--- src/hdl/rhls_pkg.sv ---
// Types and constants for the RGB to hue/lightness/saturation pixel converter.
// Used by rgb_to_hls_pixel; its pipelined divider rhls_div_pipe does not import it.
package rhls_pkg;

  localparam int CHAN_W      = 8;
  localparam int FULL_SCALE  = (1 << CHAN_W) - 1;
  localparam int HUE_W       = 13;
  localparam int HUE_TURN    = 5760;
  localparam int HUE_SEXTANT = 960;

  // quotient bits of the hue fraction: round(960*(diff+delta)/delta) <= 1920
  localparam int HUE_QB      = 11;
  localparam int DIV_QB      = (CHAN_W > HUE_QB) ? CHAN_W : HUE_QB;

  localparam int SUM_W       = CHAN_W + 1;
  localparam int DEN_W       = CHAN_W + 1;
  localparam int SAT_NUM_W   = 2 * CHAN_W + 1;
  localparam int HUE_NUM_W   = CHAN_W + 12;
  localparam int HUE_SUM_W   = 14;

  // delay from an accepted word to its result strobe
  localparam int LATENCY     = DIV_QB + 3;

  typedef enum logic [1:0] {
    MAX_RED,
    MAX_GREEN,
    MAX_BLUE
  } max_sel_t;

  typedef struct packed {
    logic [CHAN_W-1:0] red;
    logic [CHAN_W-1:0] green;
    logic [CHAN_W-1:0] blue;
  } rhls_in_t;

  typedef struct packed {
    logic [HUE_W-1:0]  hue;
    logic [CHAN_W-1:0] lightness;
    logic [CHAN_W-1:0] saturation;
    logic              achromatic;
  } rhls_out_t;

  typedef struct packed {
    max_sel_t          sel;
    logic              gray;
    logic [CHAN_W-1:0] light;
  } rhls_side_t;

endpackage

--- src/hdl/rhls_div_pipe.sv ---
// Pipelined restoring divider: one quotient bit per register stage, Q_W stages.
// Requires num < den * 2**Q_W. Data only; valid bits travel alongside in the caller.
module rhls_div_pipe #(
  parameter int NUM_W = 20,
  parameter int DEN_W = 9,
  parameter int Q_W   = 11
) (
  input  logic             clk,
  input  logic [NUM_W-1:0] num,
  input  logic [DEN_W-1:0] den,
  output logic [Q_W-1:0]   quo
);

  localparam int CMP_W = (NUM_W > DEN_W + Q_W) ? NUM_W : DEN_W + Q_W;

  logic [NUM_W-1:0] rem_r [Q_W-1];
  logic [DEN_W-1:0] den_r [Q_W-1];
  logic [Q_W-1:0]   quo_r [Q_W];

  for (genvar k = 0; k < Q_W; k++) begin : g_stage
    logic [NUM_W-1:0] rem_in;
    logic [DEN_W-1:0] den_in;
    logic [Q_W-1:0]   quo_in;
    logic [Q_W-1:0]   quo_nxt;
    logic [CMP_W-1:0] rem_ext;
    logic [CMP_W-1:0] sub_ext;
    logic             fits;

    if (k == 0) begin : g_first
      assign rem_in = num;
      assign den_in = den;
      assign quo_in = '0;
    end else begin : g_next
      assign rem_in = rem_r[k-1];
      assign den_in = den_r[k-1];
      assign quo_in = quo_r[k-1];
    end

    // trial subtract of the divisor aligned to this quotient bit
    assign rem_ext  = CMP_W'(rem_in);
    assign sub_ext  = CMP_W'(den_in) << (Q_W - 1 - k);
    assign fits     = (rem_ext >= sub_ext);

    always_comb begin
      quo_nxt = quo_in;
      quo_nxt[Q_W-1-k] = fits;
    end

    always_ff @(posedge clk) begin
      quo_r[k] <= quo_nxt;
    end

    if (k < Q_W - 1) begin : g_carry
      logic [CMP_W-1:0] diff_ext;

      assign diff_ext = rem_ext - sub_ext;

      always_ff @(posedge clk) begin
        rem_r[k] <= fits ? diff_ext[NUM_W-1:0] : rem_in;
        den_r[k] <= den_in;
      end
    end
  end

  assign quo = quo_r[Q_W-1];

endmodule

--- src/hdl/rgb_to_hls_pixel.sv ---
// Top level of the RGB to hue/lightness/saturation pixel converter.
// Depends on rhls_pkg and two instances of rhls_div_pipe.
//
// Usage:
//   Input: drive in_word (red, green, blue) and raise start; the word is
//   taken at a rising edge where start is high and busy is low. busy is low
//   in every cycle after reset, so one pixel can enter per clock.
//   Output: out_strobe is high for one cycle with out_word (hue in 1/16
//   degree, lightness, saturation, achromatic). The receiver cannot stall,
//   so nothing holds the pipeline; every word leaves exactly once, in order.
//   Stages: one stage for max/min, one for the divider operands, DIV_QB
//   divider stages (one quotient bit each, saturation and hue dividers
//   side by side), and the output register with the hue wrap.
//   Throughput: one pixel per cycle, set by the one-bit-per-stage dividers.
//   Reset (rst_n low, synchronous): clears all valid bits and holds busy
//   high; words in flight are dropped and no strobe follows them.
module rgb_to_hls_pixel
  import rhls_pkg::*;
(
  input  logic      clk,
  input  logic      rst_n,
  input  logic      start,
  output logic      busy,
  input  rhls_in_t  in_word,
  output logic      out_strobe,
  output rhls_out_t out_word
);

  // ---------------------------------------------------------------- stage 1
  logic [CHAN_W-1:0]       ch_r, ch_g, ch_b;
  logic [CHAN_W-1:0]       max_v, min_v;
  max_sel_t                sel_nxt;
  logic signed [CHAN_W:0]  diff_nxt;

  logic                    busy_r;
  logic                    accept;
  logic                    s1_valid_r;
  logic [SUM_W-1:0]        s1_sum_r;
  logic [CHAN_W-1:0]       s1_delta_r;
  logic signed [CHAN_W:0]  s1_diff_r;
  max_sel_t                s1_sel_r;
  logic                    s1_gray_r;

  assign accept = start && !busy_r;

  always_comb begin
    ch_r = in_word.red;
    ch_g = in_word.green;
    ch_b = in_word.blue;
    // ties for the maximum go to red, then green
    priority if (ch_r >= ch_g && ch_r >= ch_b) begin
      sel_nxt  = MAX_RED;
      max_v    = ch_r;
      diff_nxt = $signed({1'b0, ch_g}) - $signed({1'b0, ch_b});
    end else if (ch_g >= ch_b) begin
      sel_nxt  = MAX_GREEN;
      max_v    = ch_g;
      diff_nxt = $signed({1'b0, ch_b}) - $signed({1'b0, ch_r});
    end else begin
      sel_nxt  = MAX_BLUE;
      max_v    = ch_b;
      diff_nxt = $signed({1'b0, ch_r}) - $signed({1'b0, ch_g});
    end
    min_v = (ch_r < ch_g) ? ch_r : ch_g;
    if (ch_b < min_v) begin
      min_v = ch_b;
    end
  end

  always_ff @(posedge clk) begin
    if (!rst_n) begin
      busy_r     <= 1'b1;
      s1_valid_r <= 1'b0;
    end else begin
      busy_r     <= 1'b0;
      s1_valid_r <= accept;
    end
  end

  always_ff @(posedge clk) begin
    s1_sum_r   <= {1'b0, max_v} + {1'b0, min_v};
    s1_delta_r <= max_v - min_v;
    s1_diff_r  <= diff_nxt;
    s1_sel_r   <= sel_nxt;
    s1_gray_r  <= (max_v == min_v);
  end

  // ---------------------------------------------------------------- stage 2
  logic [SUM_W:0]              light_sum;
  logic [SUM_W-1:0]            far_sum;
  logic [CHAN_W-1:0]           den_v;
  logic signed [CHAN_W+1:0]    span_s;
  logic [CHAN_W:0]             span;
  logic [SAT_NUM_W-1:0]        sat_num_nxt;
  logic [HUE_NUM_W-1:0]        hue_num_nxt;
  rhls_side_t                  side_nxt;

  logic                        s2_valid_r;
  rhls_side_t                  s2_side_r;
  logic [SAT_NUM_W-1:0]        s2_sat_num_r;
  logic [DEN_W-1:0]            s2_sat_den_r;
  logic [HUE_NUM_W-1:0]        s2_hue_num_r;
  logic [DEN_W-1:0]            s2_hue_den_r;

  always_comb begin
    light_sum = {1'b0, s1_sum_r} + (SUM_W+1)'(1);
    far_sum   = SUM_W'(2 * FULL_SCALE) - s1_sum_r;
    den_v     = (s1_sum_r <= SUM_W'(FULL_SCALE)) ? s1_sum_r[CHAN_W-1:0]
                                                 : far_sum[CHAN_W-1:0];
    // 2*FS*delta + den, rounds the saturation quotient half up
    sat_num_nxt = (SAT_NUM_W'(s1_delta_r) << (CHAN_W + 1))
                - (SAT_NUM_W'(s1_delta_r) << 1)
                + SAT_NUM_W'(den_v);
    // bias diff by delta so the hue fraction numerator stays non-negative
    span_s = (CHAN_W+2)'(s1_diff_r) + $signed({2'b00, s1_delta_r});
    span   = span_s[CHAN_W:0];
    hue_num_nxt = HUE_NUM_W'(span) * HUE_NUM_W'(2 * HUE_SEXTANT)
                + HUE_NUM_W'(s1_delta_r);
    side_nxt.sel   = s1_sel_r;
    side_nxt.gray  = s1_gray_r;
    side_nxt.light = light_sum[CHAN_W:1];
  end

  always_ff @(posedge clk) begin
    if (!rst_n) begin
      s2_valid_r <= 1'b0;
    end else begin
      s2_valid_r <= s1_valid_r;
    end
  end

  always_ff @(posedge clk) begin
    s2_side_r    <= side_nxt;
    s2_sat_num_r <= sat_num_nxt;
    s2_sat_den_r <= {den_v, 1'b0};
    s2_hue_num_r <= hue_num_nxt;
    s2_hue_den_r <= {s1_delta_r, 1'b0};
  end

  // --------------------------------------------------------- divider stages
  logic [DIV_QB-1:0] sat_quo;
  logic [DIV_QB-1:0] hue_quo;
  logic [DIV_QB-1:0] valid_line_r;
  rhls_side_t        side_line_r [DIV_QB];

  rhls_div_pipe #(
    .NUM_W (SAT_NUM_W),
    .DEN_W (DEN_W),
    .Q_W   (DIV_QB)
  ) u_sat_div (
    .clk (clk),
    .num (s2_sat_num_r),
    .den (s2_sat_den_r),
    .quo (sat_quo)
  );

  rhls_div_pipe #(
    .NUM_W (HUE_NUM_W),
    .DEN_W (DEN_W),
    .Q_W   (DIV_QB)
  ) u_hue_div (
    .clk (clk),
    .num (s2_hue_num_r),
    .den (s2_hue_den_r),
    .quo (hue_quo)
  );

  always_ff @(posedge clk) begin
    if (!rst_n) begin
      valid_line_r <= '0;
    end else begin
      valid_line_r <= {valid_line_r[DIV_QB-2:0], s2_valid_r};
    end
  end

  always_ff @(posedge clk) begin
    side_line_r[0] <= s2_side_r;
    for (int k = 1; k < DIV_QB; k++) begin
      side_line_r[k] <= side_line_r[k-1];
    end
  end

  // ------------------------------------------------------------ output stage
  rhls_side_t           tail;
  logic [HUE_SUM_W-1:0] hue_base;
  logic [HUE_SUM_W-1:0] hue_sum;
  logic [HUE_SUM_W-1:0] hue_wrap;
  rhls_out_t            out_word_nxt;
  logic                 out_strobe_r;
  rhls_out_t            out_word_r;

  always_comb begin
    tail = side_line_r[DIV_QB-1];
    unique case (tail.sel)
      MAX_RED:   hue_base = '0;
      MAX_GREEN: hue_base = HUE_SUM_W'(2 * HUE_SEXTANT);
      MAX_BLUE:  hue_base = HUE_SUM_W'(4 * HUE_SEXTANT);
      default:   hue_base = '0;
    endcase
    // undo the delta bias (one sextant) and add one turn, then wrap once
    hue_sum = hue_base + HUE_SUM_W'(HUE_TURN - HUE_SEXTANT)
            + HUE_SUM_W'(hue_quo[HUE_QB-1:0]);
    hue_wrap = (hue_sum >= HUE_SUM_W'(HUE_TURN)) ? hue_sum - HUE_SUM_W'(HUE_TURN)
                                                 : hue_sum;
    out_word_nxt.hue        = tail.gray ? '0 : hue_wrap[HUE_W-1:0];
    out_word_nxt.lightness  = tail.light;
    out_word_nxt.saturation = tail.gray ? '0 : sat_quo[CHAN_W-1:0];
    out_word_nxt.achromatic = tail.gray;
  end

  always_ff @(posedge clk) begin
    if (!rst_n) begin
      out_strobe_r <= 1'b0;
    end else begin
      out_strobe_r <= valid_line_r[DIV_QB-1];
    end
  end

  always_ff @(posedge clk) begin
    out_word_r <= out_word_nxt;
  end

  assign busy       = busy_r;
  assign out_strobe = out_strobe_r;
  assign out_word   = out_word_r;

  // -------------------------------------------------------------- assertions
  a_latency: assert property (@(posedge clk) disable iff (!rst_n)
    start && !busy |-> ##(LATENCY) out_strobe)
    else $error("accepted word did not produce a strobe after the pipeline latency");

  a_hue_range: assert property (@(posedge clk) disable iff (!rst_n)
    out_strobe |-> out_word.hue < HUE_W'(HUE_TURN))
    else $error("hue left the range of one turn");

  a_gray: assert property (@(posedge clk) disable iff (!rst_n)
    out_strobe && out_word.achromatic |-> out_word.hue == '0 && out_word.saturation == '0)
    else $error("gray pixel with nonzero hue or saturation");

  a_chroma: assert property (@(posedge clk) disable iff (!rst_n)
    out_strobe && !out_word.achromatic |-> out_word.saturation != '0)
    else $error("colored pixel with zero saturation");

endmodule
--- config.mk ---
export PLATFORM = sky130hd
export DESIGN_NAME = rgb_to_hls_pixel
export DESIGN_NICKNAME = d
export VERILOG_FILES = /design/src/hdl/rhls_pkg.sv /design/src/hdl/rhls_div_pipe.sv /design/src/hdl/rgb_to_hls_pixel.sv
export SDC_FILE = /design/constraint.sdc
export NUM_CORES = 1
export LEC_CHECK = 0
export ABC_CLOCK_PERIOD_IN_PS = 6300
export BUFFER_PORTS_ARGS = -buffer_cell sky130_fd_sc_hd__buf_2
export CORE_MARGIN = 4
export CORE_UTILIZATION = 55
export CTS_BUF_LIST = sky130_fd_sc_hd__clkbuf_4 sky130_fd_sc_hd__clkbuf_8 sky130_fd_sc_hd__clkbuf_16
export CTS_CLUSTER_DIAMETER = 50
export DETAILED_ROUTE_END_ITERATION = 8
export PLACE_DENSITY = 0.78
export SETUP_SLACK_MARGIN = 0.05
export SYNTH_ARGS = -nofsm -noshare
export SYNTH_HDL_FRONTEND = slang
export SYNTH_HIERARCHICAL = 1
export SYNTH_SLANG_ARGS = --single-unit
--- constraint.sdc ---
create_clock -name clk -period 6.3 [get_ports clk]
set_input_delay 0.315 -clock clk [delete_from_list [all_inputs] [get_ports clk]]
set_output_delay 0.315 -clock clk [all_outputs]
set_load 0.05 [all_outputs]
==> results.rst, run 1 <==
.. list-table::
   :header-rows: 1

   * - Metric
     - Value
   * - Status
     - finished clean
   * - TritonCTS clock tree
     - built
   * - Number of cells on the worst hold path
     - 3
   * - Half-perimeter wire length of the detailed placement result
     - 51.3 mm
   * - H-tree lvl count
     - 3
   * - Max Cap Viol
     - 0
   * - Capturing instance or port of the critical path
     - s1_sum_r[8]$_DFF_P_
   * - All-Layer GR Usage
     - 19.4%
   * - Critical-path cell list
     - buf_2 > inv_1 > ha_1 > nor2b_1 > o2111ai_1 > a32oi_1 > a21oi_2 > mux2i_1 > inv_1 > ha_1 > nand4_1 > o21ai_0 > o21bai_1 > o31a_1 > mux2i_1 > fa_1 > a21oi_1 > nor2_1 > nor2_1 > o21bai_1 > a21oi_1 > o21bai_1 > a21o_1
   * - DIE HEIGHT
     - 264 um
   * - Total Wirelength
     - 69.3 mm
   * - Postcts setup bufs
     - 0
   * - Slowest cell on crit path
     - o31a_1
   * - Total count of max-transition violations in the final report
     - 0
   * - Post-layout instance count excluding filler cells
     - 4562
   * - Cell area after synthesis
     - 36200 um^2
   * - Cell count after synthesis
     - 3514
   * - Achievable frequency
     - 190 MHz
   * - Vias in the first global route
     - 24700
   * - Number of cell rows
     - 93
   * - Avg Cell Area, Syn
     - 10.3 um^2
   * - Clock-pin slew on the worst setup and hold paths
     - 60 ps
   * - Post_cts resized
     - 0
   * - Post-route antenna net violation count
     - 0
   * - Count of buffers inserted at the top-level ports
     - 58
   * - Slowest Stage Delay on Critical Path
     - 680 ps
   * - Post-route clock skew
     - 19.6 ps
   * - Aggregate global routing overflow
     - 0
   * - Worst slew margin relative to its limit
     - 19.9%
   * - Critical R2R Capture
     - s2_hue_num_r[19]$_DFF_P_
   * - Via total after detailed routing
     - 24400
   * - Die footprint
     - 69900 um^2
   * - CP startpoint
     - in_word[9]
   * - Placed Instances
     - 4393
   * - Number of iterations in the first detailed-routing pass
     - 5
   * - Minimum clock period after layout
     - 5270 ps
   * - Yosys warning total
     - 6
   * - Critical Path Source Type
     - input port
   * - Clock insertion delay at the later pin of the skew report
     - 630 ps
   * - Hold bufs inserted after CTS
     - 3
   * - Global-route wire length before repair
     - 115 mm
   * - Starting DRT DRC Count
     - 1191
   * - Measured slew at the worst slew-check pin
     - 1200 ps
   * - Boundary Pins
     - 59
   * - Cell at the root of the clock tree
     - clkbuf_16
   * - Diodes inserted
     - 0
   * - TritonCTS Buffers
     - 90
   * - Final Core Density
     - 62.8%
   * - Share of the cycle needed by the critical path after routing
     - 83.6%
   * - Classification of the worst-slack hold path
     - input port to flip-flop
   * - Post-detailed-route DRC marker count
     - 0
   * - Cell count of the worst reg-to-reg path
     - 18
   * - Initial core utilization
     - 55.8%
   * - Number of buffers and inverters on the critical path
     - 3
   * - Final-report hold violation count
     - 0
   * - CTS sink count
     - 901
   * - Setup slack of the most critical reg-to-reg path
     - 1260 ps
   * - DR vias/cell
     - 5.35
   * - Arrival time of the worst setup path
     - 5780 ps
   * - Area of the core
     - 64800 um^2
   * - Buffers from clock root to sink, at most
     - 3
   * - Max Fanout on Critical Path
     - 13
   * - Fin Setup TNS
     - 0 ps
   * - Share of cells above drive strength 1
     - 9.44%
   * - CP Depth
     - 23
   * - Most Frequent Cell on Critical Path
     - o21bai_1
   * - Die W
     - 264 um
   * - Number of fillers in the final layout
     - 5089
   * - Crit Path Category
     - input port to flip-flop
   * - Count of final setup violators
     - 0
   * - Critical path endpoint category
     - flip-flop
   * - Final routed wire length divided by cell count
     - 15.2 um
   * - Final #Nets
     - 3988
   * - Placer Congestion
     - 0.923
   * - Layout Area Growth over Synthesis
     - 12.5%
   * - Pin count of the biggest net entering global routing
     - 24
   * - Kind of cell adding the most delay to the critical path
     - compound AO/OA/AOI/OAI gates
   * - Worst reg2reg startpoint
     - s1_delta_r[0]$_DFF_P_
   * - Antenna violations before repair
     - 0
   * - Unrepaired setup endpoints after global routing
     - no
   * - Critical path data required time
     - 6820 ps
-- flip-flops by register name, summed over array words and instances (netlist names), 16 cells and up --
name / cells
u_sat_div/quo_r: 36
u_sat_div/rem_r: 170
u_hue_div/rem_r: 200
side_line_r: 121
u_hue_div/den_r: 90
u_sat_div/den_r: 90
u_hue_div/quo_r: 66
s2_hue_num_r: 20
out_word: 30
s2_sat_num_r: 16
-- through the flow --
step	hold slack, ps	cell area, um^2	setup slack, ps
after floorplan	310	36200	1660
after global placement	310	37400	458
after detailed placement	312	37400	400
after CTS	166	40700	1050
after global routing	207	40700	539
final	214	40700	1030
-- placed cells by master, fill, tap and decap left out, types with 72 or more instances in the layout --
master and instances:
nor2_1 253, a21oi_1 172, o21ai_0 135, ha_1 293, inv_1 346, nor3_1 72
nand2_1 153, xnor2_1 151, xor2_1 89, clkbuf_16 93, dfxtp_1 901
-- worst min path at each step --
stage | start | endpoint
floorplan | side_line_r[10][1]$_DFF_P_ | out_word[10]$_DFF_P_
global placement | side_line_r[10][1]$_DFF_P_ | out_word[10]$_DFF_P_
detailed placement | s2_side_r[10]$_DFF_P_ | side_line_r[0][10]$_DFF_P_
CTS | in_word[16] | s1_delta_r[0]$_DFF_P_
global route | in_word[16] | s1_delta_r[0]$_DFF_P_
finish | in_word[16] | s1_delta_r[0]$_DFF_P_
-- per-layer routing --
layer / track usage [%] / wire [um] / up-vias
met2: 37.2 / 36000 / 453
met1: 21.0 / 28200 / 11300
met3: 2.78 / 2170 / 185
met4: 9.02 / 2960 / 0
li1: - / - / 12400
met5: 0 / 0 / -
-- worst min-delay path: cells and delay by family --
kind                     cells  cell delay, ps
buffers and inverters        1             140
adder cells (fa/ha/maj)      1             170
multiplexers                 1             160
-- area by class of cell --
| class | count | area [um^2] | share of cell area [%] |
|---|---|---|---|
| clock buffer | 116 | 2570 | 6.31 |
| clock inverter | 50 | 688 | 1.69 |
| inverter | 346 | 1300 | 3.19 |
| multi-input combinational | 2223 | 16600 | 40.9 |
| sequential | 901 | 18000 | 44.3 |
| tap | 855 | 1070 | 2.63 |
| timing repair buffer | 71 | 395 | 0.972 |
Power of run 1 is left out: the tool's default activity adds up to more than one toggle a clock period on the data nets, which glitch-free logic cannot reach.
==> run 2, diff against run 1 <==
--- a/config.mk
+++ b/config.mk
@@ -5,14 +5,14 @@
 export SDC_FILE = /design/constraint.sdc
 export NUM_CORES = 1
 export LEC_CHECK = 0
-export ABC_CLOCK_PERIOD_IN_PS = 6300
+export ABC_CLOCK_PERIOD_IN_PS = 4300
 export BUFFER_PORTS_ARGS = -buffer_cell sky130_fd_sc_hd__buf_2
 export CORE_MARGIN = 4
 export CORE_UTILIZATION = 55
 export CTS_BUF_LIST = sky130_fd_sc_hd__clkbuf_4 sky130_fd_sc_hd__clkbuf_8 sky130_fd_sc_hd__clkbuf_16
 export CTS_CLUSTER_DIAMETER = 50
 export DETAILED_ROUTE_END_ITERATION = 8
-export PLACE_DENSITY = 0.78
+export PLACE_DENSITY = 0.81
 export SETUP_SLACK_MARGIN = 0.05
 export SYNTH_ARGS = -nofsm -noshare
 export SYNTH_HDL_FRONTEND = slang
==> constraint.sdc (replaced) <==
create_clock -name clk -period 4.3 [get_ports clk]
set_input_delay 0.215 -clock clk [delete_from_list [all_inputs] [get_ports clk]]
set_output_delay 0.215 -clock clk [all_outputs]
set_load 0.05 [all_outputs]
==> run 2 against run 1 <==
Routed wire length up 3.0%. First-iteration DRC count up 23%. Register-to-register slack worse by 1200 ps. Via count up 2.8%. Sequential cell count unchanged.
==> results.rst, run 2 (synthesis gave the netlist of run 1 again) <==
.. list-table::
   :header-rows: 1

   * - Metric
     - Value
   * - Status
     - finished clean
   * - Post-route antenna net violation count
     - 0 (unchanged)
   * - Total count of max-transition violations in the final report
     - 0 (unchanged)
   * - Layout Area Growth over Synthesis
     - 14.8%
   * - Post-route design area
     - 41500 um^2 (+2.0%)
   * - Die W
     - 264 um (unchanged)
   * - Number of fillers in the final layout
     - 4835 (-5.0%)
   * - Measured slew at the worst slew-check pin
     - 1260 ps (+61.2 ps)
   * - TritonCTS clock tree
     - built
   * - DR vias/cell
     - 5.39 (+0.80%)
   * - Share of the cycle needed by the critical path after routing
     - 99.1%
   * - Terminating pin of the worst hold path
     - s1_diff_r[8]$_DFF_P_
   * - TritonCTS Buffers
     - 87 (-3.3%)
   * - Antenna violations before repair
     - 1 (+1)
   * - Total Wirelength
     - 71.4 mm (+3.0%)
   * - Vias in the first global route
     - 25100 (+1.6%)
   * - Initial core utilization
     - 55.8% (unchanged)
   * - Minimum clock period after layout
     - 4260 ps
   * - Starting DRT DRC Count
     - 1462 (+23%)
   * - Classification of the worst-slack hold path
     - input port to flip-flop
   * - Unrepaired setup endpoints after global routing
     - yes
   * - Clock-pin slew on the worst setup and hold paths
     - 60 ps (about the same)
   * - Post-detailed-route DRC marker count
     - 0 (unchanged)
   * - Area taken by flip-flops and latches
     - 18000 um^2 (about the same)
   * - Number of cells on the worst hold path
     - 5 (+2)
   * - Global-route wire length before repair
     - 117 mm (+2.1%)
   * - Cell count of the worst reg-to-reg path
     - 18 (unchanged)
   * - Critical path endpoint category
     - flip-flop
   * - Critical Path Source Type
     - flip-flop
   * - Clock insertion delay at the later pin of the skew report
     - 630 ps (about the same)
   * - Buffers from clock root to sink, at most
     - 3 (unchanged)
   * - Critical R2R Capture
     - s2_hue_num_r[18]$_DFF_P_
   * - Number of iterations in the first detailed-routing pass
     - 5 (unchanged)
   * - Slowest Stage Delay on Critical Path
     - 480 ps (-200 ps)
   * - Count of final setup violators
     - 0 (unchanged)
   * - Placed Area
     - 38200 um^2 (+2.1%)
   * - Post-route clock skew
     - 22.8 ps (+3.26 ps)
   * - Area taken by multi-input logic gates
     - 16900 um^2 (+1.8%)
   * - Flip-flop count of the largest register after layout
     - 200 (unchanged)
   * - Number of cell rows
     - 93 (unchanged)
   * - Half-perimeter wire length of the detailed placement result
     - 52.5 mm (+2.4%)
   * - Crit Path Category
     - flip-flop to flip-flop
   * - Critical-path cell list
     - ha_4 > fa_2 > a21o_1 > a21oi_2 > buf_4 > xnor2_2 > buf_4 > maj3_1 > fa_1 > inv_1 > ha_1 > a21o_1 > and2_4 > nor3_2 > xor2_2 > or3_4 > nor3_4 > xor2_1
   * - Boundary Pins
     - 59 (unchanged)
   * - H-tree lvl count
     - 3 (unchanged)
   * - Pin count of the biggest net entering global routing
     - 30 (+25%)
   * - Diodes inserted
     - 0 (unchanged)
   * - Register with the most flip-flops
     - u_hue_div/rem_r
   * - Max Cap Viol
     - 0 (unchanged)
   * - Final-report hold violation count
     - 0 (unchanged)
   * - Worst slew margin relative to its limit
     - 15.4% (-4.5 points)
   * - Worst reg2reg startpoint
     - s1_delta_r[0]$_DFF_P_
   * - Kind of cell adding the most delay to the critical path
     - adder cells
   * - Aggregate global routing overflow
     - 0 (unchanged)
   * - CTS sink count
     - 901 (unchanged)
   * - Most frequent standard cell in the layout excluding fill and tap cells
     - dfxtp_1
   * - Max Fanout on Critical Path
     - 5 (-8)
   * - Achievable frequency
     - 235 MHz
   * - Cell at the root of the clock tree
     - clkbuf_16
   * - Final #Nets
     - 4084 (+2.4%)
   * - Area of the core
     - 64800 um^2 (unchanged)
   * - Leading cell types in the layout, fill and taps excluded
     - dfxtp_1 (898), inv_1 (343), ha_1 (288)
   * - All-Layer GR Usage
     - 19.8% (+0.39 points)
   * - Arrival time of the worst setup path
     - 4830 ps (-950 ps)
   * - Final routed wire length divided by cell count
     - 15.3 um (+1.0%)
   * - Placer Congestion
     - 0.982 (+6.3%)
   * - Top Registers
     - u_hue_div/rem_r x200, u_sat_div/rem_r x170, side_line_r x121
   * - Die footprint
     - 69900 um^2 (unchanged)
   * - Number of buffers and inverters on the critical path
     - 3 (unchanged)
   * - Critical path data required time
     - 4860 ps (-1960 ps)
   * - DIE HEIGHT
     - 264 um (unchanged)
   * - Via total after detailed routing
     - 25100 (+2.8%)
   * - Setup slack of the most critical reg-to-reg path
     - 40 ps (-1220 ps)
   * - Share of cells above drive strength 1
     - 12.9% (+3.4 points)
   * - Count of buffers inserted at the top-level ports
     - 58 (unchanged)
   * - Worst hold path startpoint
     - in_word[15]
   * - Slowest cell on crit path
     - fa_1
## run 2: changes by cell type in the layout (fill, tap and decap cells not counted), moves of 4 or more
| cell | previous run | this run |
|---|---|---|
| buf_4 | 10 | 108 |
| clkinv_2 | 18 | 7 |
| clkbuf_8 | 11 | 18 |
| a21oi_1 | 172 | 166 |
| a21oi_2 | 2 | 8 |
| bufinv_16 | 13 | 7 |
| inv_6 | 3 | 9 |
| clkbuf_16 | 93 | 88 |
| clkinvlp_4 | 4 | 9 |
| ha_1 | 293 | 288 |
| clkinv_4 | 6 | 2 |
| ha_4 | 0 | 4 |
| xnor2_1 | 151 | 147 |
| xnor2_2 | 0 | 4 |
## run 2: repair_timing
action / in CTS / in global routing
pin swaps: 6 / 12
buffers inserted: 2 / 9
hold endpoints to repair: 15 / 0
gates cloned: 0 / 0
gates resized for setup: 3 / 34
hold buffers: 3 / 0
setup endpoints to repair: 3 / 14
## run 2: how the worst max path moves through the flow
stage                                     start                       end  slack (ps)  depth (start not counted)
after floorplan                      in_word[9]       s1_sum_r[8]$_DFF_P_          50                         26
after global placement               in_word[9]       s1_sum_r[8]$_DFF_P_        -440                         26
after detailed placement             in_word[9]     s1_delta_r[7]$_DFF_P_        -470                         23
after CTS                 s1_delta_r[0]$_DFF_P_  s2_hue_num_r[18]$_DFF_P_           9                         18
after global routing      s1_delta_r[1]$_DFF_P_  s2_hue_num_r[18]$_DFF_P_        -180                         17
final                     s1_delta_r[0]$_DFF_P_  s2_hue_num_r[18]$_DFF_P_          40                         18
## run 2: stage by stage
stage / util (%) / instances / worst slack, ps / setup TNS, ps / hold WS [ps]
after floorplan: - / 3517 / 54.0 / 0 / 291
after global placement: 58.9 / 4481 / -443 / -3470 / 310
after detailed placement: 58.9 / 4481 / -474 / -3910 / 312
after CTS: 63.7 / 4642 / 8.74 / 0 / 124
after global routing: 64.1 / 4651 / -181 / -445 / 189
final: 64.1 / 4651 / 37.6 / 0 / 167
## run 2: metal layers
layer  GRT usage, %  share of wire, %  vias to the layer above  routed length, um
li1               -                 -                    12600                  -
met1           21.5                39                    11700              28200
met2           37.5                52                      617              37000
met3           2.88               3.9                      186               2810
met4           9.75               4.8                        2               3420
met5              0             0.018                        -                 13
## run 2: layout make-up
class	count	area share (%)
clock buffer	118	6.12
multi-input combinational	2223	40.8
timing repair buffer	170	2.77
sequential	901	43.5
tap	855	2.58
clock inverter	38	1.15
inverter	346	3.15
## run 2: tightest hold or removal path, stage by stage
cell     delay (ps)
buf_2           130
ha_1            190
nor2_1           80
nor2_1           80
a31oi_1          50
Power of run 2 is left out for the same reason.
==> run 3, diff against run 2 <==
--- a/config.mk
+++ b/config.mk
@@ -6,13 +6,12 @@
 export NUM_CORES = 1
 export LEC_CHECK = 0
 export ABC_CLOCK_PERIOD_IN_PS = 4300
-export BUFFER_PORTS_ARGS = -buffer_cell sky130_fd_sc_hd__buf_2
-export CORE_MARGIN = 4
+export BUFFER_PORTS_ARGS = -buffer_cell sky130_fd_sc_hd__buf_4
 export CORE_UTILIZATION = 55
 export CTS_BUF_LIST = sky130_fd_sc_hd__clkbuf_4 sky130_fd_sc_hd__clkbuf_8 sky130_fd_sc_hd__clkbuf_16
 export CTS_CLUSTER_DIAMETER = 50
 export DETAILED_ROUTE_END_ITERATION = 8
-export PLACE_DENSITY = 0.81
+export PLACE_DENSITY_LB_ADDON = 0.05
 export SETUP_SLACK_MARGIN = 0.05
 export SYNTH_ARGS = -nofsm -noshare
 export SYNTH_HDL_FRONTEND = slang
==> run 3 against run 2 <==
Critical path depth stayed put. Via count shrank 0.68%. First-iteration DRC count is 9.9% lower. Clock-buffer cell count grew 2. Cell area is 2.0% higher. Clock skew down 0.99 ps. Maximum frequency shrank 0.41%. Non-clock buffer count increased by 19. Die area is 4.5% lower. Final cell count increased by 0.80%. Hold slack worse by 51 ps. Largest cell class unchanged.
==> results.rst, run 3 (synthesis gave the netlist of run 1 again) <==
.. list-table::
   :header-rows: 1

   * - Metric
     - Value
   * - Status
     - finished clean
   * - Vias in the first global route
     - 25400 (+1.3%)
   * - Arrival time of the worst setup path
     - 4830 ps (about the same)
   * - Slowest Stage Delay on Critical Path
     - 540 ps (+60 ps)
   * - Number of fillers in the final layout
     - 5151 (+6.5%)
   * - Die W
     - 258 um (-2.3%)
   * - Clock-pin slew on the worst setup and hold paths
     - 60 ps (about the same)
   * - Achievable frequency
     - 234 MHz (-0.41%)
   * - Leading cell types in the layout, fill and taps excluded
     - dfxtp_1 (898), inv_1 (341), ha_1 (286)
   * - Met1 track demand over resource in global routing
     - 26.1% (+4.6 points)
   * - DR vias/cell
     - 5.31 (-1.5%)
   * - Post-route design area
     - 42300 um^2 (+2.0%)
   * - Total Wirelength
     - 76.0 mm (+6.4%)
   * - Crit Path Category
     - flip-flop to flip-flop
   * - TritonCTS Buffers
     - 94 (+8.0%)
   * - Post-route clock skew
     - 21.8 ps (-0.986 ps)
   * - Met3 global-route usage
     - 3.21% (+0.33 points)
   * - Register with the most flip-flops
     - u_hue_div/rem_r
   * - Minimum clock period after layout
     - 4280 ps (+17.4 ps)
   * - Post-route antenna net violation count
     - 0 (unchanged)
   * - Die footprint
     - 66800 um^2 (-4.5%)
   * - TritonCTS clock tree
     - built
   * - Count of final setup violators
     - 0 (unchanged)
   * - Global-route wire length before repair
     - 124 mm (+5.6%)
   * - Flip-flop count of the largest register after layout
     - 200 (unchanged)
   * - Most frequent standard cell in the layout excluding fill and tap cells
     - dfxtp_1
   * - Count of buffers inserted at the top-level ports
     - 58 (unchanged)
   * - DIE HEIGHT
     - 258 um (-2.3%)
   * - Antenna violations before repair
     - 0 (-1)
   * - Top Usage Layer GRT
     - met2
   * - Starting DRT DRC Count
     - 1317 (-9.9%)
   * - Aggregate global routing overflow
     - 0 (unchanged)
   * - Area taken by multi-input logic gates
     - 17000 um^2 (+0.38%)
   * - Placer Congestion
     - 0.893 (-9.1%)
   * - Max Cap Viol
     - 0 (unchanged)
   * - Pin count of the biggest net entering global routing
     - 24 (-20%)
   * - Post-detailed-route DRC marker count
     - 0 (unchanged)
   * - Max Fanout on Critical Path
     - 3 (-2)
   * - Slowest cell on crit path
     - or4b_4
   * - M2 GR Usage
     - 42.1% (+4.7 points)
   * - Pre-CTS setup slack
     - -500 ps (-26.1 ps)
   * - Share of cells above drive strength 1
     - 13.9% (+1.0 points)
   * - Fin Setup TNS
     - 0 ps (unchanged)
   * - Critical-path cell list
     - ha_4 > fa_2 > a21o_1 > a21oi_2 > o21bai_1 > a21oi_2 > xnor2_2 > xor2_2 > xor2_1 > fa_1 > inv_2 > ha_4 > or4b_4 > nand3_4 > nand3_4 > or3_4 > nor3_4 > xor2_1
   * - Boundary Pins
     - 59 (unchanged)
   * - Worst slew margin relative to its limit
     - 26.6% (+11 points)
   * - Cell at the root of the clock tree
     - clkbuf_16
   * - Final-report hold violation count
     - 0 (unchanged)
   * - Half-perimeter wire length of the detailed placement result
     - 59.2 mm (+13%)
   * - Number of cell rows
     - 93 (unchanged)
   * - H-tree lvl count
     - 3 (unchanged)
   * - Final routed wire length divided by cell count
     - 16.2 um (+5.6%)
   * - Total count of max-transition violations in the final report
     - 0 (unchanged)
   * - Area of the core
     - 64700 um^2 (-0.18%)
   * - Diodes inserted
     - 0 (unchanged)
   * - Placed Area
     - 38400 um^2 (+0.60%)
   * - Initial core utilization
     - 55.9% (+0.10 points)
   * - Top Registers
     - u_hue_div/rem_r x200, u_sat_div/rem_r x170, side_line_r x121
   * - Classification of the worst-slack hold path
     - input port to flip-flop
   * - CTS sink count
     - 901 (unchanged)
   * - Setup WS post-layout
     - 20.2 ps (-17.4 ps)
   * - Area taken by flip-flops and latches
     - 18000 um^2 (unchanged)
   * - Share of the cycle needed by the critical path after routing
     - 99.5% (+0.41 points)
   * - Layout Area Growth over Synthesis
     - 17.0%
   * - Measured slew at the worst slew-check pin
     - 1090 ps (-174 ps)
   * - Critical path data required time
     - 4850 ps (about the same)
   * - Via total after detailed routing
     - 24900 (-0.68%)
   * - Final #Nets
     - 4110 (+0.64%)
   * - Critical Path Source Type
     - flip-flop
   * - Number of iterations in the first detailed-routing pass
     - 5 (unchanged)
   * - Clock insertion delay at the later pin of the skew report
     - 630 ps (about the same)
   * - Buffers from clock root to sink, at most
     - 3 (unchanged)
   * - Unrepaired setup endpoints after global routing
     - yes
   * - All-Layer GR Usage
     - 22.7% (+2.9 points)
   * - Critical path endpoint category
     - flip-flop
-- run 3: changes by cell type in the layout (fill, tap and decap cells not counted), sizes merged --
cell,previous run,this run
buf,167,187
inv,358,361
bufinv,7,15
clkbuf,118,120
clkinvlp,9,6
clkinv,10,18
dlygate4sd3,3,2
-- run 3: metal layers --
metal,vias up,wire (um)
met2,412,38700
met5,-,0
met3,156,2080
met1,11700,32500
met4,0,2680
li1,12600,-
-- run 3: critical path, delay by kind of cell, from the launching register on --
family / cells / cell delay, ps
xor gates and xnor gates: 4 / 740
buffers and inverters: 1 / 80
DFF: 1 / 330
and+or+nand+nor: 5 / 1290
adders and majority gates: 4 / 1160
AOI/OAI and AO/OA: 4 / 610
-- run 3: area by class of cell --
cell class	count	area share, %
Clock buffer	120	6.35
Clock inverter	54	1.88
Inverter	346	3.09
Multi-Input combinational cell	2223	40.1
Sequential cell	901	42.6
Tap cell	855	2.53
Timing Repair Buffer	189	3.38
-- run 3: worst paths after layout --
| path | start | to | slack, ps | cells past startpoint |
|---|---|---|---|---|
| max | s1_delta_r[0]$_DFF_P_ | s2_hue_num_r[18]$_DFF_P_ | 20 | 18 |
| min | in_word[15] | s1_diff_r[8]$_DFF_P_ | 120 | 5 |
| max reg2reg | s1_delta_r[0]$_DFF_P_ | s2_hue_num_r[18]$_DFF_P_ | 20 | 18 |
| min reg2reg | side_line_r[0][6]$_DFF_P_ | side_line_r[1][6]$_DFF_P_ | 310 | 0 |
-- run 3: timing repair --
item	in CTS	in global routing
setup endpoints to repair	3	13
endpoints found under the hold margin	15	0
resized for setup	16	31
hold buffers	2	0
setup buffers	6	12
pin swaps	11	21
-- run 3: through the flow --
step	util [%]	instances	hold WS (ps)
after floorplan	-	3517	291
after CTS	65.0	4676	79.0
after global placement	59.4	4494	310
after global routing	65.4	4688	106
after detailed placement	59.4	4494	312
final	65.4	4688	116
Power of run 3 is left out for the same reason.
